--- src/rtl/rrp_pkg.sv ---
// Package for the RESP request parser: widths, phase codes, result kinds, error codes.
// No dependencies.
`default_nettype none
package rrp_pkg;
    localparam int MaxElements = 3;
    localparam int MaxMessageBytes = 65535;
    localparam logic [15:0] OFF_CAP = 16'((MaxMessageBytes > 65535) ? 65535 : MaxMessageBytes);
    localparam logic [16:0] LEN_CAP = 17'((MaxMessageBytes > 131071) ? 131071 : MaxMessageBytes);

    localparam logic [3:0] PH_ARRAY_MARK = 4'd0;
    localparam logic [3:0] PH_COUNT      = 4'd1;
    localparam logic [3:0] PH_COUNT_LF   = 4'd2;
    localparam logic [3:0] PH_ELEM_MARK  = 4'd3;
    localparam logic [3:0] PH_SIMPLE     = 4'd4;
    localparam logic [3:0] PH_SIMPLE_LF  = 4'd5;
    localparam logic [3:0] PH_BULK_LEN   = 4'd6;
    localparam logic [3:0] PH_BULK_LF    = 4'd7;
    localparam logic [3:0] PH_BULK_DATA  = 4'd8;
    localparam logic [3:0] PH_BULK_TAIL1 = 4'd9;
    localparam logic [3:0] PH_BULK_TAIL2 = 4'd10;
    localparam logic [3:0] PH_DONE       = 4'd11;
    localparam logic [3:0] PH_ERROR      = 4'd12;

    localparam logic [1:0] KIND_PAYLOAD = 2'd0;
    localparam logic [1:0] KIND_END     = 2'd1;
    localparam logic [1:0] KIND_ERROR   = 2'd2;

    localparam logic [2:0] ERR_LEAD      = 3'd0;
    localparam logic [2:0] ERR_COUNT     = 3'd1;
    localparam logic [2:0] ERR_DIGIT     = 3'd2;
    localparam logic [2:0] ERR_OVERFLOW  = 3'd3;
    localparam logic [2:0] ERR_TRUNCATED = 3'd4;

    localparam logic [7:0] CH_STAR   = 8'h2A;
    localparam logic [7:0] CH_PLUS   = 8'h2B;
    localparam logic [7:0] CH_DOLLAR = 8'h24;
    localparam logic [7:0] CH_CR     = 8'h0D;
    localparam logic [7:0] CH_ZERO   = 8'h30;
    localparam logic [7:0] CH_NINE   = 8'h39;

    localparam int QueueDepth = 2;

    typedef struct packed {
        logic [7:0] data_byte;
        logic       last_byte;
    } in_word_t;

    typedef struct packed {
        logic [1:0]  kind;
        logic [1:0]  element_index;
        logic [7:0]  payload_byte;
        logic        request_done;
        logic [15:0] end_offset;
        logic [2:0]  error_code;
    } out_word_t;
endpackage
`default_nettype wire

--- src/rtl/rrp_if.sv ---
// Valid/ready channel interfaces for the parser's input and result words.
// No dependencies.
`default_nettype none
interface rrp_in_if;
    logic valid;
    logic ready;
    logic [7:0] data_byte;
    logic last_byte;
    modport source (output valid, output data_byte, output last_byte, input ready);
    modport sink (input valid, input data_byte, input last_byte, output ready);
endinterface

interface rrp_out_if;
    logic valid;
    logic ready;
    logic [1:0] kind;
    logic [1:0] element_index;
    logic [7:0] payload_byte;
    logic request_done;
    logic [15:0] end_offset;
    logic [2:0] error_code;
    modport source (output valid, output kind, output element_index, output payload_byte,
                    output request_done, output end_offset, output error_code, input ready);
    modport sink (input valid, input kind, input element_index, input payload_byte,
                  input request_done, input end_offset, input error_code, output ready);
endinterface
`default_nettype wire

--- src/rtl/resp_request_parser_top.sv ---
// A result word enters the result queue the cycle after its input word is accepted.
// Throughput: one input word per cycle unless the result queue is full and unread.
// The input stalls only when the two-entry result queue is full and not being read.
// Reset (rst_n low, asynchronous) clears parser state and the queue; max_elements returns to 3.
// Depends on rrp_pkg, rrp_if, rrp_front, rrp_queue.
`default_nettype none
module resp_request_parser_top (
    input  wire logic       clk,
    input  wire logic       rst_n,
    input  wire logic       cfg_we,
    input  wire logic [1:0] cfg_wdata,
    rrp_in_if.sink          in_ch,
    rrp_out_if.source       out_ch
);
    logic [1:0]         max_elements_reg;
    logic               full, empty, acc, res_valid;
    rrp_pkg::in_word_t  in_word;
    rrp_pkg::out_word_t res_word, q_word;

    always_ff @(posedge clk or negedge rst_n)
    begin
        if (!rst_n)
        begin
            max_elements_reg <= 2'd3;
        end
        else if (cfg_we)
        begin
            max_elements_reg <= cfg_wdata;
        end
    end

    assign in_ch.ready = !full || out_ch.ready;
    assign acc = in_ch.valid && in_ch.ready;
    assign in_word.data_byte = in_ch.data_byte;
    assign in_word.last_byte = in_ch.last_byte;

    rrp_front u_front (
        .clk          (clk),
        .rst_n        (rst_n),
        .max_elements (max_elements_reg),
        .in_valid     (acc),
        .in_word      (in_word),
        .res_valid    (res_valid),
        .res_word     (res_word)
    );

    rrp_queue u_queue (
        .clk     (clk),
        .rst_n   (rst_n),
        .wr_en   (res_valid),
        .wr_word (res_word),
        .full    (full),
        .empty   (empty),
        .rd_en   (out_ch.valid && out_ch.ready),
        .rd_word (q_word)
    );

    assign out_ch.valid         = !empty;
    assign out_ch.kind          = q_word.kind;
    assign out_ch.element_index = q_word.element_index;
    assign out_ch.payload_byte  = q_word.payload_byte;
    assign out_ch.request_done  = q_word.request_done;
    assign out_ch.end_offset    = q_word.end_offset;
    assign out_ch.error_code    = q_word.error_code;
endmodule
`default_nettype wire

--- src/rtl/rrp_front.sv ---
// Front end: byte parser state machine, one input word per cycle while in_valid is high; emits result words.
// Depends on rrp_pkg.
`default_nettype none
module rrp_front (
    input  wire logic             clk,
    input  wire logic             rst_n,
    input  wire logic [1:0]       max_elements,
    input  wire logic             in_valid,
    input  wire rrp_pkg::in_word_t in_word,
    output logic                  res_valid,
    output rrp_pkg::out_word_t    res_word
);
    logic [3:0]  phase_reg, phase_next;
    logic [1:0]  left_reg, left_next;
    logic [1:0]  elem_reg, elem_next;
    logic [16:0] acc_reg, acc_next;
    logic [15:0] off_reg, off_next;
    logic [16:0] rem_reg, rem_next;

    logic [7:0]  b;
    logic        digit;
    logic [1:0]  limit;
    logic [15:0] off;
    logic        errored;
    logic [20:0] acc_x10;
    logic [2:0]  cnt_x10;
    logic [16:0] rem_dec;
    logic [1:0]  elem_out;

    always_comb
    begin
        b       = in_word.data_byte;
        digit   = (b >= rrp_pkg::CH_ZERO) && (b <= rrp_pkg::CH_NINE);
        limit   = (max_elements < 2'(rrp_pkg::MaxElements)) ? max_elements
                                                           : 2'(rrp_pkg::MaxElements);
        off     = (off_reg < rrp_pkg::OFF_CAP) ? off_reg + 16'd1 : rrp_pkg::OFF_CAP;
        acc_x10 = {acc_reg, 3'b000} + {2'b00, acc_reg, 1'b0} + 21'(b - rrp_pkg::CH_ZERO);
        cnt_x10 = (acc_x10 > 21'd4) ? 3'd4 : acc_x10[2:0];
        rem_dec = (rem_reg != 17'd0) ? rem_reg - 17'd1 : 17'd0;

        phase_next = phase_reg;
        left_next  = left_reg;
        elem_next  = elem_reg;
        acc_next   = acc_reg;
        rem_next   = rem_reg;
        errored    = 1'b0;
        res_valid  = 1'b0;
        res_word   = '0;
        elem_out   = elem_reg;

        case (phase_reg)
            rrp_pkg::PH_ARRAY_MARK:
            begin
                if (b == rrp_pkg::CH_STAR)
                begin
                    acc_next   = '0;
                    phase_next = rrp_pkg::PH_COUNT;
                end
                else
                begin
                    errored = 1'b1;
                    res_word.error_code = rrp_pkg::ERR_LEAD;
                end
            end
            rrp_pkg::PH_COUNT:
            begin
                if (b == rrp_pkg::CH_CR)
                begin
                    if (acc_reg > {15'd0, limit})
                    begin
                        errored = 1'b1;
                        res_word.error_code = rrp_pkg::ERR_COUNT;
                    end
                    else
                    begin
                        phase_next = rrp_pkg::PH_COUNT_LF;
                    end
                end
                else if (!digit)
                begin
                    errored = 1'b1;
                    res_word.error_code = rrp_pkg::ERR_DIGIT;
                end
                else
                begin
                    acc_next = {14'd0, cnt_x10};
                end
            end
            rrp_pkg::PH_COUNT_LF:
            begin
                elem_next = '0;
                elem_out  = '0;
                if (acc_reg == 17'd0)
                begin
                    left_next  = '0;
                    res_valid  = 1'b1;
                    res_word.kind = rrp_pkg::KIND_END;
                    res_word.request_done = 1'b1;
                    res_word.end_offset = off;
                    phase_next = rrp_pkg::PH_DONE;
                end
                else
                begin
                    left_next  = 2'(acc_reg - 17'd1);
                    phase_next = rrp_pkg::PH_ELEM_MARK;
                end
            end
            rrp_pkg::PH_ELEM_MARK:
            begin
                if (b == rrp_pkg::CH_PLUS)
                begin
                    phase_next = rrp_pkg::PH_SIMPLE;
                end
                else if (b == rrp_pkg::CH_DOLLAR)
                begin
                    acc_next   = '0;
                    phase_next = rrp_pkg::PH_BULK_LEN;
                end
                else
                begin
                    errored = 1'b1;
                    res_word.error_code = rrp_pkg::ERR_LEAD;
                end
            end
            rrp_pkg::PH_SIMPLE:
            begin
                if (b == rrp_pkg::CH_CR)
                begin
                    phase_next = rrp_pkg::PH_SIMPLE_LF;
                end
                else
                begin
                    res_valid = 1'b1;
                    res_word.kind = rrp_pkg::KIND_PAYLOAD;
                    res_word.payload_byte = b;
                end
            end
            rrp_pkg::PH_SIMPLE_LF, rrp_pkg::PH_BULK_TAIL2:
            begin
                res_valid = 1'b1;
                res_word.kind = rrp_pkg::KIND_END;
                if (left_reg == 2'd0)
                begin
                    res_word.request_done = 1'b1;
                    res_word.end_offset = off;
                    phase_next = rrp_pkg::PH_DONE;
                end
                else
                begin
                    left_next  = left_reg - 2'd1;
                    elem_next  = elem_reg + 2'd1;
                    phase_next = rrp_pkg::PH_ELEM_MARK;
                end
            end
            rrp_pkg::PH_BULK_LEN:
            begin
                if (b == rrp_pkg::CH_CR)
                begin
                    phase_next = rrp_pkg::PH_BULK_LF;
                end
                else if (!digit)
                begin
                    errored = 1'b1;
                    res_word.error_code = rrp_pkg::ERR_DIGIT;
                end
                else if (acc_x10 > {4'd0, rrp_pkg::LEN_CAP})
                begin
                    errored = 1'b1;
                    res_word.error_code = rrp_pkg::ERR_OVERFLOW;
                end
                else
                begin
                    acc_next = acc_x10[16:0];
                end
            end
            rrp_pkg::PH_BULK_LF:
            begin
                rem_next   = acc_reg;
                phase_next = (acc_reg == 17'd0) ? rrp_pkg::PH_BULK_TAIL1
                                                : rrp_pkg::PH_BULK_DATA;
            end
            rrp_pkg::PH_BULK_DATA:
            begin
                res_valid = 1'b1;
                res_word.kind = rrp_pkg::KIND_PAYLOAD;
                res_word.payload_byte = b;
                rem_next = rem_dec;
                if (rem_dec == 17'd0)
                begin
                    phase_next = rrp_pkg::PH_BULK_TAIL1;
                end
            end
            rrp_pkg::PH_BULK_TAIL1:
            begin
                phase_next = rrp_pkg::PH_BULK_TAIL2;
            end
            rrp_pkg::PH_DONE:
            begin
                phase_next = phase_reg;
            end
            default:
            begin
                phase_next = rrp_pkg::PH_ERROR;
            end
        endcase

        if (errored)
        begin
            phase_next = rrp_pkg::PH_ERROR;
            res_valid  = 1'b1;
            res_word.kind = rrp_pkg::KIND_ERROR;
        end

        off_next = off;

        if (in_word.last_byte)
        begin
            if (!errored && phase_next != rrp_pkg::PH_DONE && phase_next != rrp_pkg::PH_ERROR)
            begin
                res_valid = 1'b1;
                res_word  = '0;
                res_word.kind = rrp_pkg::KIND_ERROR;
                res_word.error_code = rrp_pkg::ERR_TRUNCATED;
                elem_out = elem_next;
            end
            phase_next = rrp_pkg::PH_ARRAY_MARK;
            left_next  = '0;
            elem_next  = '0;
            acc_next   = '0;
            off_next   = '0;
            rem_next   = '0;
        end

        res_word.element_index = elem_out;
        res_valid = res_valid & in_valid;
    end

    always_ff @(posedge clk or negedge rst_n)
    begin
        if (!rst_n)
        begin
            phase_reg <= rrp_pkg::PH_ARRAY_MARK;
            left_reg  <= '0;
            elem_reg  <= '0;
            acc_reg   <= '0;
            off_reg   <= '0;
            rem_reg   <= '0;
        end
        else if (in_valid)
        begin
            phase_reg <= phase_next;
            left_reg  <= left_next;
            elem_reg  <= elem_next;
            acc_reg   <= acc_next;
            off_reg   <= off_next;
            rem_reg   <= rem_next;
        end
    end

    a_phase_legal: assert property (@(posedge clk) disable iff (!rst_n)
        phase_reg <= rrp_pkg::PH_ERROR)
        else $error("phase out of range");
    a_last_clears: assert property (@(posedge clk) disable iff (!rst_n)
        in_valid && in_word.last_byte |=> phase_reg == rrp_pkg::PH_ARRAY_MARK && off_reg == 16'd0)
        else $error("last byte did not clear message state");
    a_done_index: assert property (@(posedge clk) disable iff (!rst_n)
        res_valid && res_word.request_done |-> res_word.kind == rrp_pkg::KIND_END)
        else $error("done on non end word");
endmodule
`default_nettype wire

--- src/rtl/rrp_queue.sv ---
// Two-entry result queue between parser and output port.
// Depends on rrp_pkg.
`default_nettype none
module rrp_queue (
    input  wire logic               clk,
    input  wire logic               rst_n,
    input  wire logic               wr_en,
    input  wire rrp_pkg::out_word_t wr_word,
    output logic                    full,
    output logic                    empty,
    input  wire logic               rd_en,
    output rrp_pkg::out_word_t      rd_word
);
    rrp_pkg::out_word_t mem [rrp_pkg::QueueDepth];
    logic       wp_reg, rp_reg;
    logic [1:0] cnt_reg;

    assign full    = cnt_reg == 2'(rrp_pkg::QueueDepth);
    assign empty   = cnt_reg == 2'd0;
    assign rd_word = mem[rp_reg];

    always_ff @(posedge clk)
    begin
        if (wr_en)
        begin
            mem[wp_reg] <= wr_word;
        end
    end

    always_ff @(posedge clk or negedge rst_n)
    begin
        if (!rst_n)
        begin
            wp_reg  <= 1'b0;
            rp_reg  <= 1'b0;
            cnt_reg <= '0;
        end
        else
        begin
            if (wr_en)
            begin
                wp_reg <= ~wp_reg;
            end
            if (rd_en)
            begin
                rp_reg <= ~rp_reg;
            end
            cnt_reg <= cnt_reg + {1'b0, wr_en} - {1'b0, rd_en};
        end
    end

    a_no_overflow: assert property (@(posedge clk) disable iff (!rst_n)
        full |-> !wr_en || rd_en)
        else $error("queue overflow");
    a_no_underflow: assert property (@(posedge clk) disable iff (!rst_n)
        empty |-> !rd_en)
        else $error("queue underflow");
    a_count_range: assert property (@(posedge clk) disable iff (!rst_n)
        cnt_reg <= 2'(rrp_pkg::QueueDepth))
        else $error("queue count out of range");
endmodule
`default_nettype wire
--- src/flat_wrapper.sv ---
// flat-port wrapper written by rule: the top's interface ports become plain ports
module resp_request_parser_top_flat 
  (clk, rst_n, cfg_we, cfg_wdata, in_ch_valid, in_ch_data_byte, in_ch_last_byte, in_ch_ready, out_ch_valid, out_ch_kind, out_ch_element_index, out_ch_payload_byte, out_ch_request_done, out_ch_end_offset, out_ch_error_code, out_ch_ready);
  rrp_in_if in_ch_i ();
  rrp_out_if out_ch_i ();
  input  wire logic clk;
  input  wire logic rst_n;
  input  wire logic cfg_we;
  input  wire logic [1:0] cfg_wdata;
  input wire logic [$bits(in_ch_i.valid)-1:0] in_ch_valid;
  input wire logic [$bits(in_ch_i.data_byte)-1:0] in_ch_data_byte;
  input wire logic [$bits(in_ch_i.last_byte)-1:0] in_ch_last_byte;
  output wire logic [$bits(in_ch_i.ready)-1:0] in_ch_ready;
  output wire logic [$bits(out_ch_i.valid)-1:0] out_ch_valid;
  output wire logic [$bits(out_ch_i.kind)-1:0] out_ch_kind;
  output wire logic [$bits(out_ch_i.element_index)-1:0] out_ch_element_index;
  output wire logic [$bits(out_ch_i.payload_byte)-1:0] out_ch_payload_byte;
  output wire logic [$bits(out_ch_i.request_done)-1:0] out_ch_request_done;
  output wire logic [$bits(out_ch_i.end_offset)-1:0] out_ch_end_offset;
  output wire logic [$bits(out_ch_i.error_code)-1:0] out_ch_error_code;
  input wire logic [$bits(out_ch_i.ready)-1:0] out_ch_ready;
  assign in_ch_i.valid = in_ch_valid;
  assign in_ch_i.data_byte = in_ch_data_byte;
  assign in_ch_i.last_byte = in_ch_last_byte;
  assign in_ch_ready = in_ch_i.ready;
  assign out_ch_valid = out_ch_i.valid;
  assign out_ch_kind = out_ch_i.kind;
  assign out_ch_element_index = out_ch_i.element_index;
  assign out_ch_payload_byte = out_ch_i.payload_byte;
  assign out_ch_request_done = out_ch_i.request_done;
  assign out_ch_end_offset = out_ch_i.end_offset;
  assign out_ch_error_code = out_ch_i.error_code;
  assign out_ch_i.ready = out_ch_ready;
  resp_request_parser_top u_core (.clk(clk), .rst_n(rst_n), .cfg_we(cfg_we), .cfg_wdata(cfg_wdata), .in_ch(in_ch_i), .out_ch(out_ch_i));
endmodule
--- config.mk ---
export PLATFORM = sky130hd
export DESIGN_NAME = resp_request_parser_top_flat
export DESIGN_NICKNAME = d
export VERILOG_FILES = /design/src/rtl/rrp_pkg.sv /design/src/rtl/rrp_if.sv /design/src/rtl/resp_request_parser_top.sv /design/src/rtl/rrp_front.sv /design/src/rtl/rrp_queue.sv /design/src/flat_wrapper.sv
export SDC_FILE = /design/constraint.sdc
export NUM_CORES = 1
export LEC_CHECK = 0
export BUFFER_PORTS_ARGS = -buffer_cell sky130_fd_sc_hd__buf_2
export CAP_MARGIN = 40
export CORE_MARGIN = 10
export CORE_UTILIZATION = 45
export CTS_CLUSTER_SIZE = 25
export DETAILED_ROUTE_END_ITERATION = 6
export GPL_ROUTABILITY_DRIVEN = 0
export PLACE_DENSITY = 0.71
export SKIP_CTS_REPAIR_TIMING = 1
export SYNTH_ARGS = -nofsm -noshare
export SYNTH_HDL_FRONTEND = slang
export SYNTH_HIERARCHICAL = 1
export SYNTH_SLANG_ARGS = --single-unit
--- constraint.sdc ---
create_clock -name clk -period 11.5 [get_ports clk]
set_input_delay 1.725 -clock clk [delete_from_list [all_inputs] [get_ports clk]]
set_output_delay 1.725 -clock clk [all_outputs]
set_load 0.005 [all_outputs]
# Yosys cells after proc, flatten, opt, wreduce, memory -nomap -nowiden
# Memories as Yosys holds them, arrays and structs flattened.
# Index checks and enable logic that the tools add are counted.
# word_totals
wordCells,157
ramBits,64
out_inout_bits,34
memories,1
reg_bits,64
# classes
eq_ne,27
magnitude_cmp,7
n_mux,76
add_sub_neg,10
n_reduce_logical,23
bitwise,3
# mem_list
memory,depth,width,read_ports,rd_clocked_by_memory_dff,write_ports,line,rtl
u_core.u_queue.mem,2,32,1,0,1,rrp_queue.sv:14,rrp_pkg::out_word_t mem [rrp_pkg::QueueDepth];
# ops
operator,count
two-way mux 17 bit,13
case mux 17 bit (2 select lines),2
case mux 17 bit (4 select lines),1
two-way mux 32 bit,2
two-way mux 4 bit,12
case mux 4 bit (11 select lines),1
logical NOT 17 bit,2
two-way mux 16 bit,2
two-way mux 2 bit,14
!= test 3 bit (second input constant),9
== test 8 x 6 -> 1 bit (second input constant),3
adder 20 x 18 -> 21 bit,1
adder 21 bit,1
> comparator 21 x 16 -> 1 bit (second input constant),1
> comparator 21 x 3 -> 1 bit (second input constant),1
two-way mux 1 bit,19
> comparator 17 x 2 -> 1 bit,1
nonzero test 17 bit,1
subtractor 17 x 1 -> 17 bit (second input constant),1
adder 16 x 1 -> 16 bit (second input constant),1
== test 4 x 3 -> 1 bit (second input constant),4
== test 4 bit (second input constant),4
less-than comparator 16 bit (second input constant),1
case mux 8 bit (2 select lines),1
other kinds (34),48

# Logic depth before layout (Yosys ltp)
# depth
depth_word,16
ltp_mapped,16

# Cells and area by module
# Netlist, hierarchy kept.
# modules_own_cells
mod,cells_per_inst,instances,area_each_um2
rrp_front,703,1,5726.7
rrp_queue,115,1,2658.8
resp_request_parser_top,8,1,105.1

# Least setup slack after synthesis
# Ideal clock, no wire load.
# synth_timing
path_kind,input-to-reg
startpoint,input in_ch_data_byte[4]
endpoint,memory u_core/u_queue/mem[0][0] in the netlist's numbering (enable)
n_path_buf,1
setup_time_ps,425
path_stages,15
arrival_time_ps,7181
setup_slack_ps,3895
path_cell_list,ha_1 nor3_1 fa_1 ha_1 clkbuf_2 a21oi_2 o21ai_0 a221oi_1 a31oi_1 o21ai_0 a211oi_4 nand2_1 a21bo_1 o41a_1 nor2b_1
# synth_via
elab_chain_cells,16
word_cells_on_any_way,40
classes_between,add/sub (2); order compare (3); eq/ne (6); mux (24); bitwise (1); reduce/logical (4)
# synth_lines
item,line,rtl
from (decl),flat_wrapper.sv:11,input wire logic [$bits(in_ch_i.data_byte)-1:0] in_ch_data_byte;
subtractor 8 x 6 -> 9 bit,rrp_front.sv:37,"acc_x10 = {acc_reg, 3'b000} + {2'b00, acc_reg, 1'b0} + 21'(b - rrp_pkg::CH_ZERO);"
adder 21 bit,rrp_front.sv:37,
> comparator 21 x 16 -> 1 bit,rrp_front.sv:166,"else if (acc_x10 > {4'd0, rrp_pkg::LEN_CAP})"
two-way mux 1 bit,rrp_front.sv:166,
two-way mux 1 bit,rrp_front.sv:161,else if (!digit)
two-way mux 1 bit,rrp_front.sv:157,if (b == rrp_pkg::CH_CR)
case mux 1 bit (4 select lines),rrp_front.sv:51,case (phase_reg)
two-way mux 4 bit,rrp_front.sv:207,if (errored)
!= test 4 bit,rrp_front.sv:218,if (!errored && phase_next != rrp_pkg::PH_DONE && phase_next != rrp_pkg::PH_ERROR)
logical AND 1 bit (2 in series),rrp_front.sv:218,
two-way mux 1 bit,rrp_front.sv:218,
two-way mux 1 bit *,rrp_front.sv:216,if (in_word.last_byte)
AND 1 bit *,rrp_front.sv:235,res_valid = res_valid & in_valid;
via u_core.res_valid,resp_request_parser_top.sv:16,"logic full, empty, acc, res_valid;"
two-way mux 1 bit *,rrp_queue.sv:24,if (wr_en)
two-way mux 1 bit (implied by the code) *,rrp_queue.sv:26,mem[wp_reg] <= wr_word;
to (decl),rrp_queue.sv:14,
# The timed path passes the listed nets; every way through them passes the cells marked *.

# Final worst setup path
# layout_timing
startpoint,input in_ch_data_byte[4]
endpoint,memory u_core/u_queue/mem[1][11] in the netlist's numbering (enable)
# Same word-level chain as after synthesis.

==> impl_results.md <==
* Startpoint types: input pin
* RSZ-0062 raised after global routing: false
* Clk_skew at 0.007336 ns
* TritonRoute pass-1 iters at 5
* Synth top area cells: edfxtp_1, dfrtp_1, mux2_4
* Storage cell area at 3527 um^2
* DRT antenna net count at 0
* Post-Synthesis Net Count at 891
* Clock Latency Late Sink at 0.41 ns
* Max-cap check violation count at 0
* First-pass GRT wire length at 32.11 mm
* Avg Inst Size Synth at 10.28 um^2
* TritonCTS clock tree: yes
* GR peak layer: met2
* P_leak at 4.037 nW
* Yosys top cell area share at 0.2263
* Fmax at 0.1598 GHz
* Area of the multi-input gates at 4619 um^2
* Setup TNS at 0 ns
* Starting Density at 0.4554
* Vias/cell at 5.853
* Critical Path RT at 11.63 ns
* Post-detailed-route wirelength per cell at 17.38 um
* Leading area contributor after synthesis: edfxtp_1
* Number of global-route vias before repair at 6300
* Detailed Route WL at 19.35 mm
* Buffers added on ports at 49
* Root buf cell: clkbuf_16
* H-tree levels at 4
* Slew Viols, Final at 0
* # fillers at 1675
* CTS Buf Count at 17
* Share of the yosys chip area belonging to registers at 0.4153
* Dpl hpwl at 13.80 mm
* Share of post-route cells with drive strength above 1 at 0.2027
* Final hold viol count at 0
* Critical Path End Type: flip-flop
* Relative slew margins at 0.5127
* Chip Width at 157.4 um
* Vias at 6514
* Clk slew on worst S/H paths at 0.06 ns
* I/O pin count at 50
* Initial antenna violation count at 1
* Worst hold path class: flip-flop to flip-flop
* Yosys Warn Count at 6
* Status: complete, no violations
* Share of synthesized flip-flops with an asynchronous set or reset at 0.5000
* Final worst path period need at 6.259 ns
* Met3 usage in global routing at 0.03029
* Crit-path max FO at 32
* Final setup vio count at 0
* Pwr Density at 183.1 nW/um^2
* Die Area at 24760 um^2
* Global routing met2 resource utilization at 0.2594
* Post-Syn Instances at 826
* Post-synthesis cell type count at 83
* Synthesis-stage register bit count at 128
* Most used DFF post-synth: edfxtp_1
* Core box area at 18640 um^2
* Drc violations at 0
* Overall Power at 1.741 mW
* Largest net degree at the start of global routing at 59
* Setup CP Type: input pin to flip-flop
* Max Root-Sink Buffers at 2
* CTS Sinks at 128
* Nets@finish at 930
* Met1 Resource Use GR at 0.2106
* Die Y at 157.4 um
* Remaining Overflow, GRT at 0
* Crit path DAT at 6.39 ns
* Fin crit share at 0.5443
* Area Overhead vs Synth at 12.02%
* GRT Total Usage at 0.1594
* Cell Rows at 50
* Most common cell in the netlist: a21oi_1
* Cell Area, Synth at 8491 um^2
* Post-synth EDFFs at 64
* VDD IR max at 0.08741 mV
* Largest register FFs at 64
* Most frequent cells after synthesis: a21oi_1, edfxtp_1, nand2_1, dfrtp_1, o21ai_0
* Slew @ Worst Pin at 0.7293 ns
* DRT iter0 DRCs at 621
-- metal layers --
metal | up-vias | part of all wire | wire length [um]
li1 | 3155 | - | -
met1 | 3178 | 0.47 | 9044
met2 | 163 | 0.48 | 9194
met3 | 18 | 0.045 | 875
met4 | 0 | 0.012 | 233
met5 | - | 0 | 0
-- logic make-up (layout without fill, tap and decap cells) --
| group | Yosys count | count (layout) | share of synthesized area |
|---|---|---|---|
| AOI/OAI and AO/OA | 232 | 232 | 0.1799 |
| xor gates and xnor gates | 30 | 30 | 0.03271 |
| adders and majority gates | 49 | 49 | 0.08636 |
| buffers and inverters | 74 | 126 | 0.04156 |
| DFF | 128 | 128 | 0.4153 |
| muxes | 54 | 54 | 0.08709 |
| other | 0 | 1 | 0 |
| and+or+nand+nor | 259 | 259 | 0.1571 |
-- cell usage in the layout (no fill, tap or decap), drive strengths merged, types with 9 or more instances in the layout --
| master | Yosys | layout |
|---|---|---|
| nor3 | 30 | 30 |
| nor2b | 10 | 10 |
| clkbuf | 32 | 17 |
| nand4 | 10 | 10 |
| and3 | 13 | 13 |
| dfrtp | 62 | 62 |
| nor4 | 9 | 9 |
| fa | 16 | 16 |
| a31oi | 12 | 12 |
| nor2 | 53 | 53 |
| a211oi | 9 | 9 |
| a21o | 13 | 13 |
| xnor2 | 16 | 16 |
| nand2 | 64 | 64 |
| buf | 7 | 59 |
| nand2b | 9 | 9 |
| o21ai | 56 | 56 |
| mux2 | 51 | 51 |
| inv | 35 | 42 |
| nand3 | 19 | 19 |
| xor2 | 13 | 13 |
| a21oi | 73 | 73 |
| edfxtp | 64 | 64 |
| ha | 33 | 33 |
-- where the power goes --
| group | switching, mW | total, mW | internal [mW] |
|---|---|---|---|
| logic | 0.309 | 0.567 | 0.258 |
| clock network | 0.214 | 0.518 | 0.303 |
| registers | 0.0616 | 0.657 | 0.595 |
-- critical path: stages --
cell and delay [ns]:
buf_2 0.13, ha_1 0.26, nor3_2 0.12, buf_4 0.28
fa_1 0.47, ha_1 0.42, a21oi_2 0.20, o21ai_0 0.12
a221oi_1 0.42, a31oi_1 0.17, or3_4 0.36, a211oi_4 0.32
nand2_1 0.20, a21bo_1 0.24, o41a_1 0.47, and2_1 0.18
buf_4 0.25
-- through the flow --
stage / std cells / worst slack (ns) / instance area, um^2 / util / hold WS, ns
final: 1113 / 5.241 / 9512 / 0.5102 / 0.4821
after global routing: 1112 / 5.010 / 9509 / 0.5101 / 0.5136
after CTS: 1112 / 5.313 / 9509 / 0.5101 / 0.4828
after detailed placement: 1080 / 4.872 / 8935 / 0.4793 / 0.4698
after global placement: 1076 / 4.951 / 8861 / 0.4753 / 0.4729
after floorplan: 826 / 3.895 / 8491 / - / 0.4498
-- path summary, 6_finish.rpt --
kind	startpoint	end	slack [ns]	depth (start not counted)
max	in_ch_data_byte[4]	u_core/u_queue/mem[1][11]	5.24	17
min	u_core/u_front/left_reg[1]	u_core/u_front/left_reg[1]	0.48	2
max reg2reg	u_core/u_front/acc_reg[2]	u_core/u_queue/mem[1][11]	6.71	13
min reg2reg	u_core/u_front/left_reg[1]	u_core/u_front/left_reg[1]	0.48	2
max in group asynchronous	rst_n	u_core/max_elements_reg[1]	9.73	3
min in group asynchronous	rst_n	u_core/u_front/off_reg[7]	1.21	2
-- layout make-up --
cell class              instances  share of cell area
repair buffers                 59             0.03828
well taps                     234             0.03078
flip-flops and latches        128              0.3708
clock buffers                  17             0.04473
diodes                          1           0.0002631
inverters                      35             0.01381
multi-input cells             624              0.4857
clock inverters                15             0.01565
No activity file was read; power rests on OpenSTA's default activity.
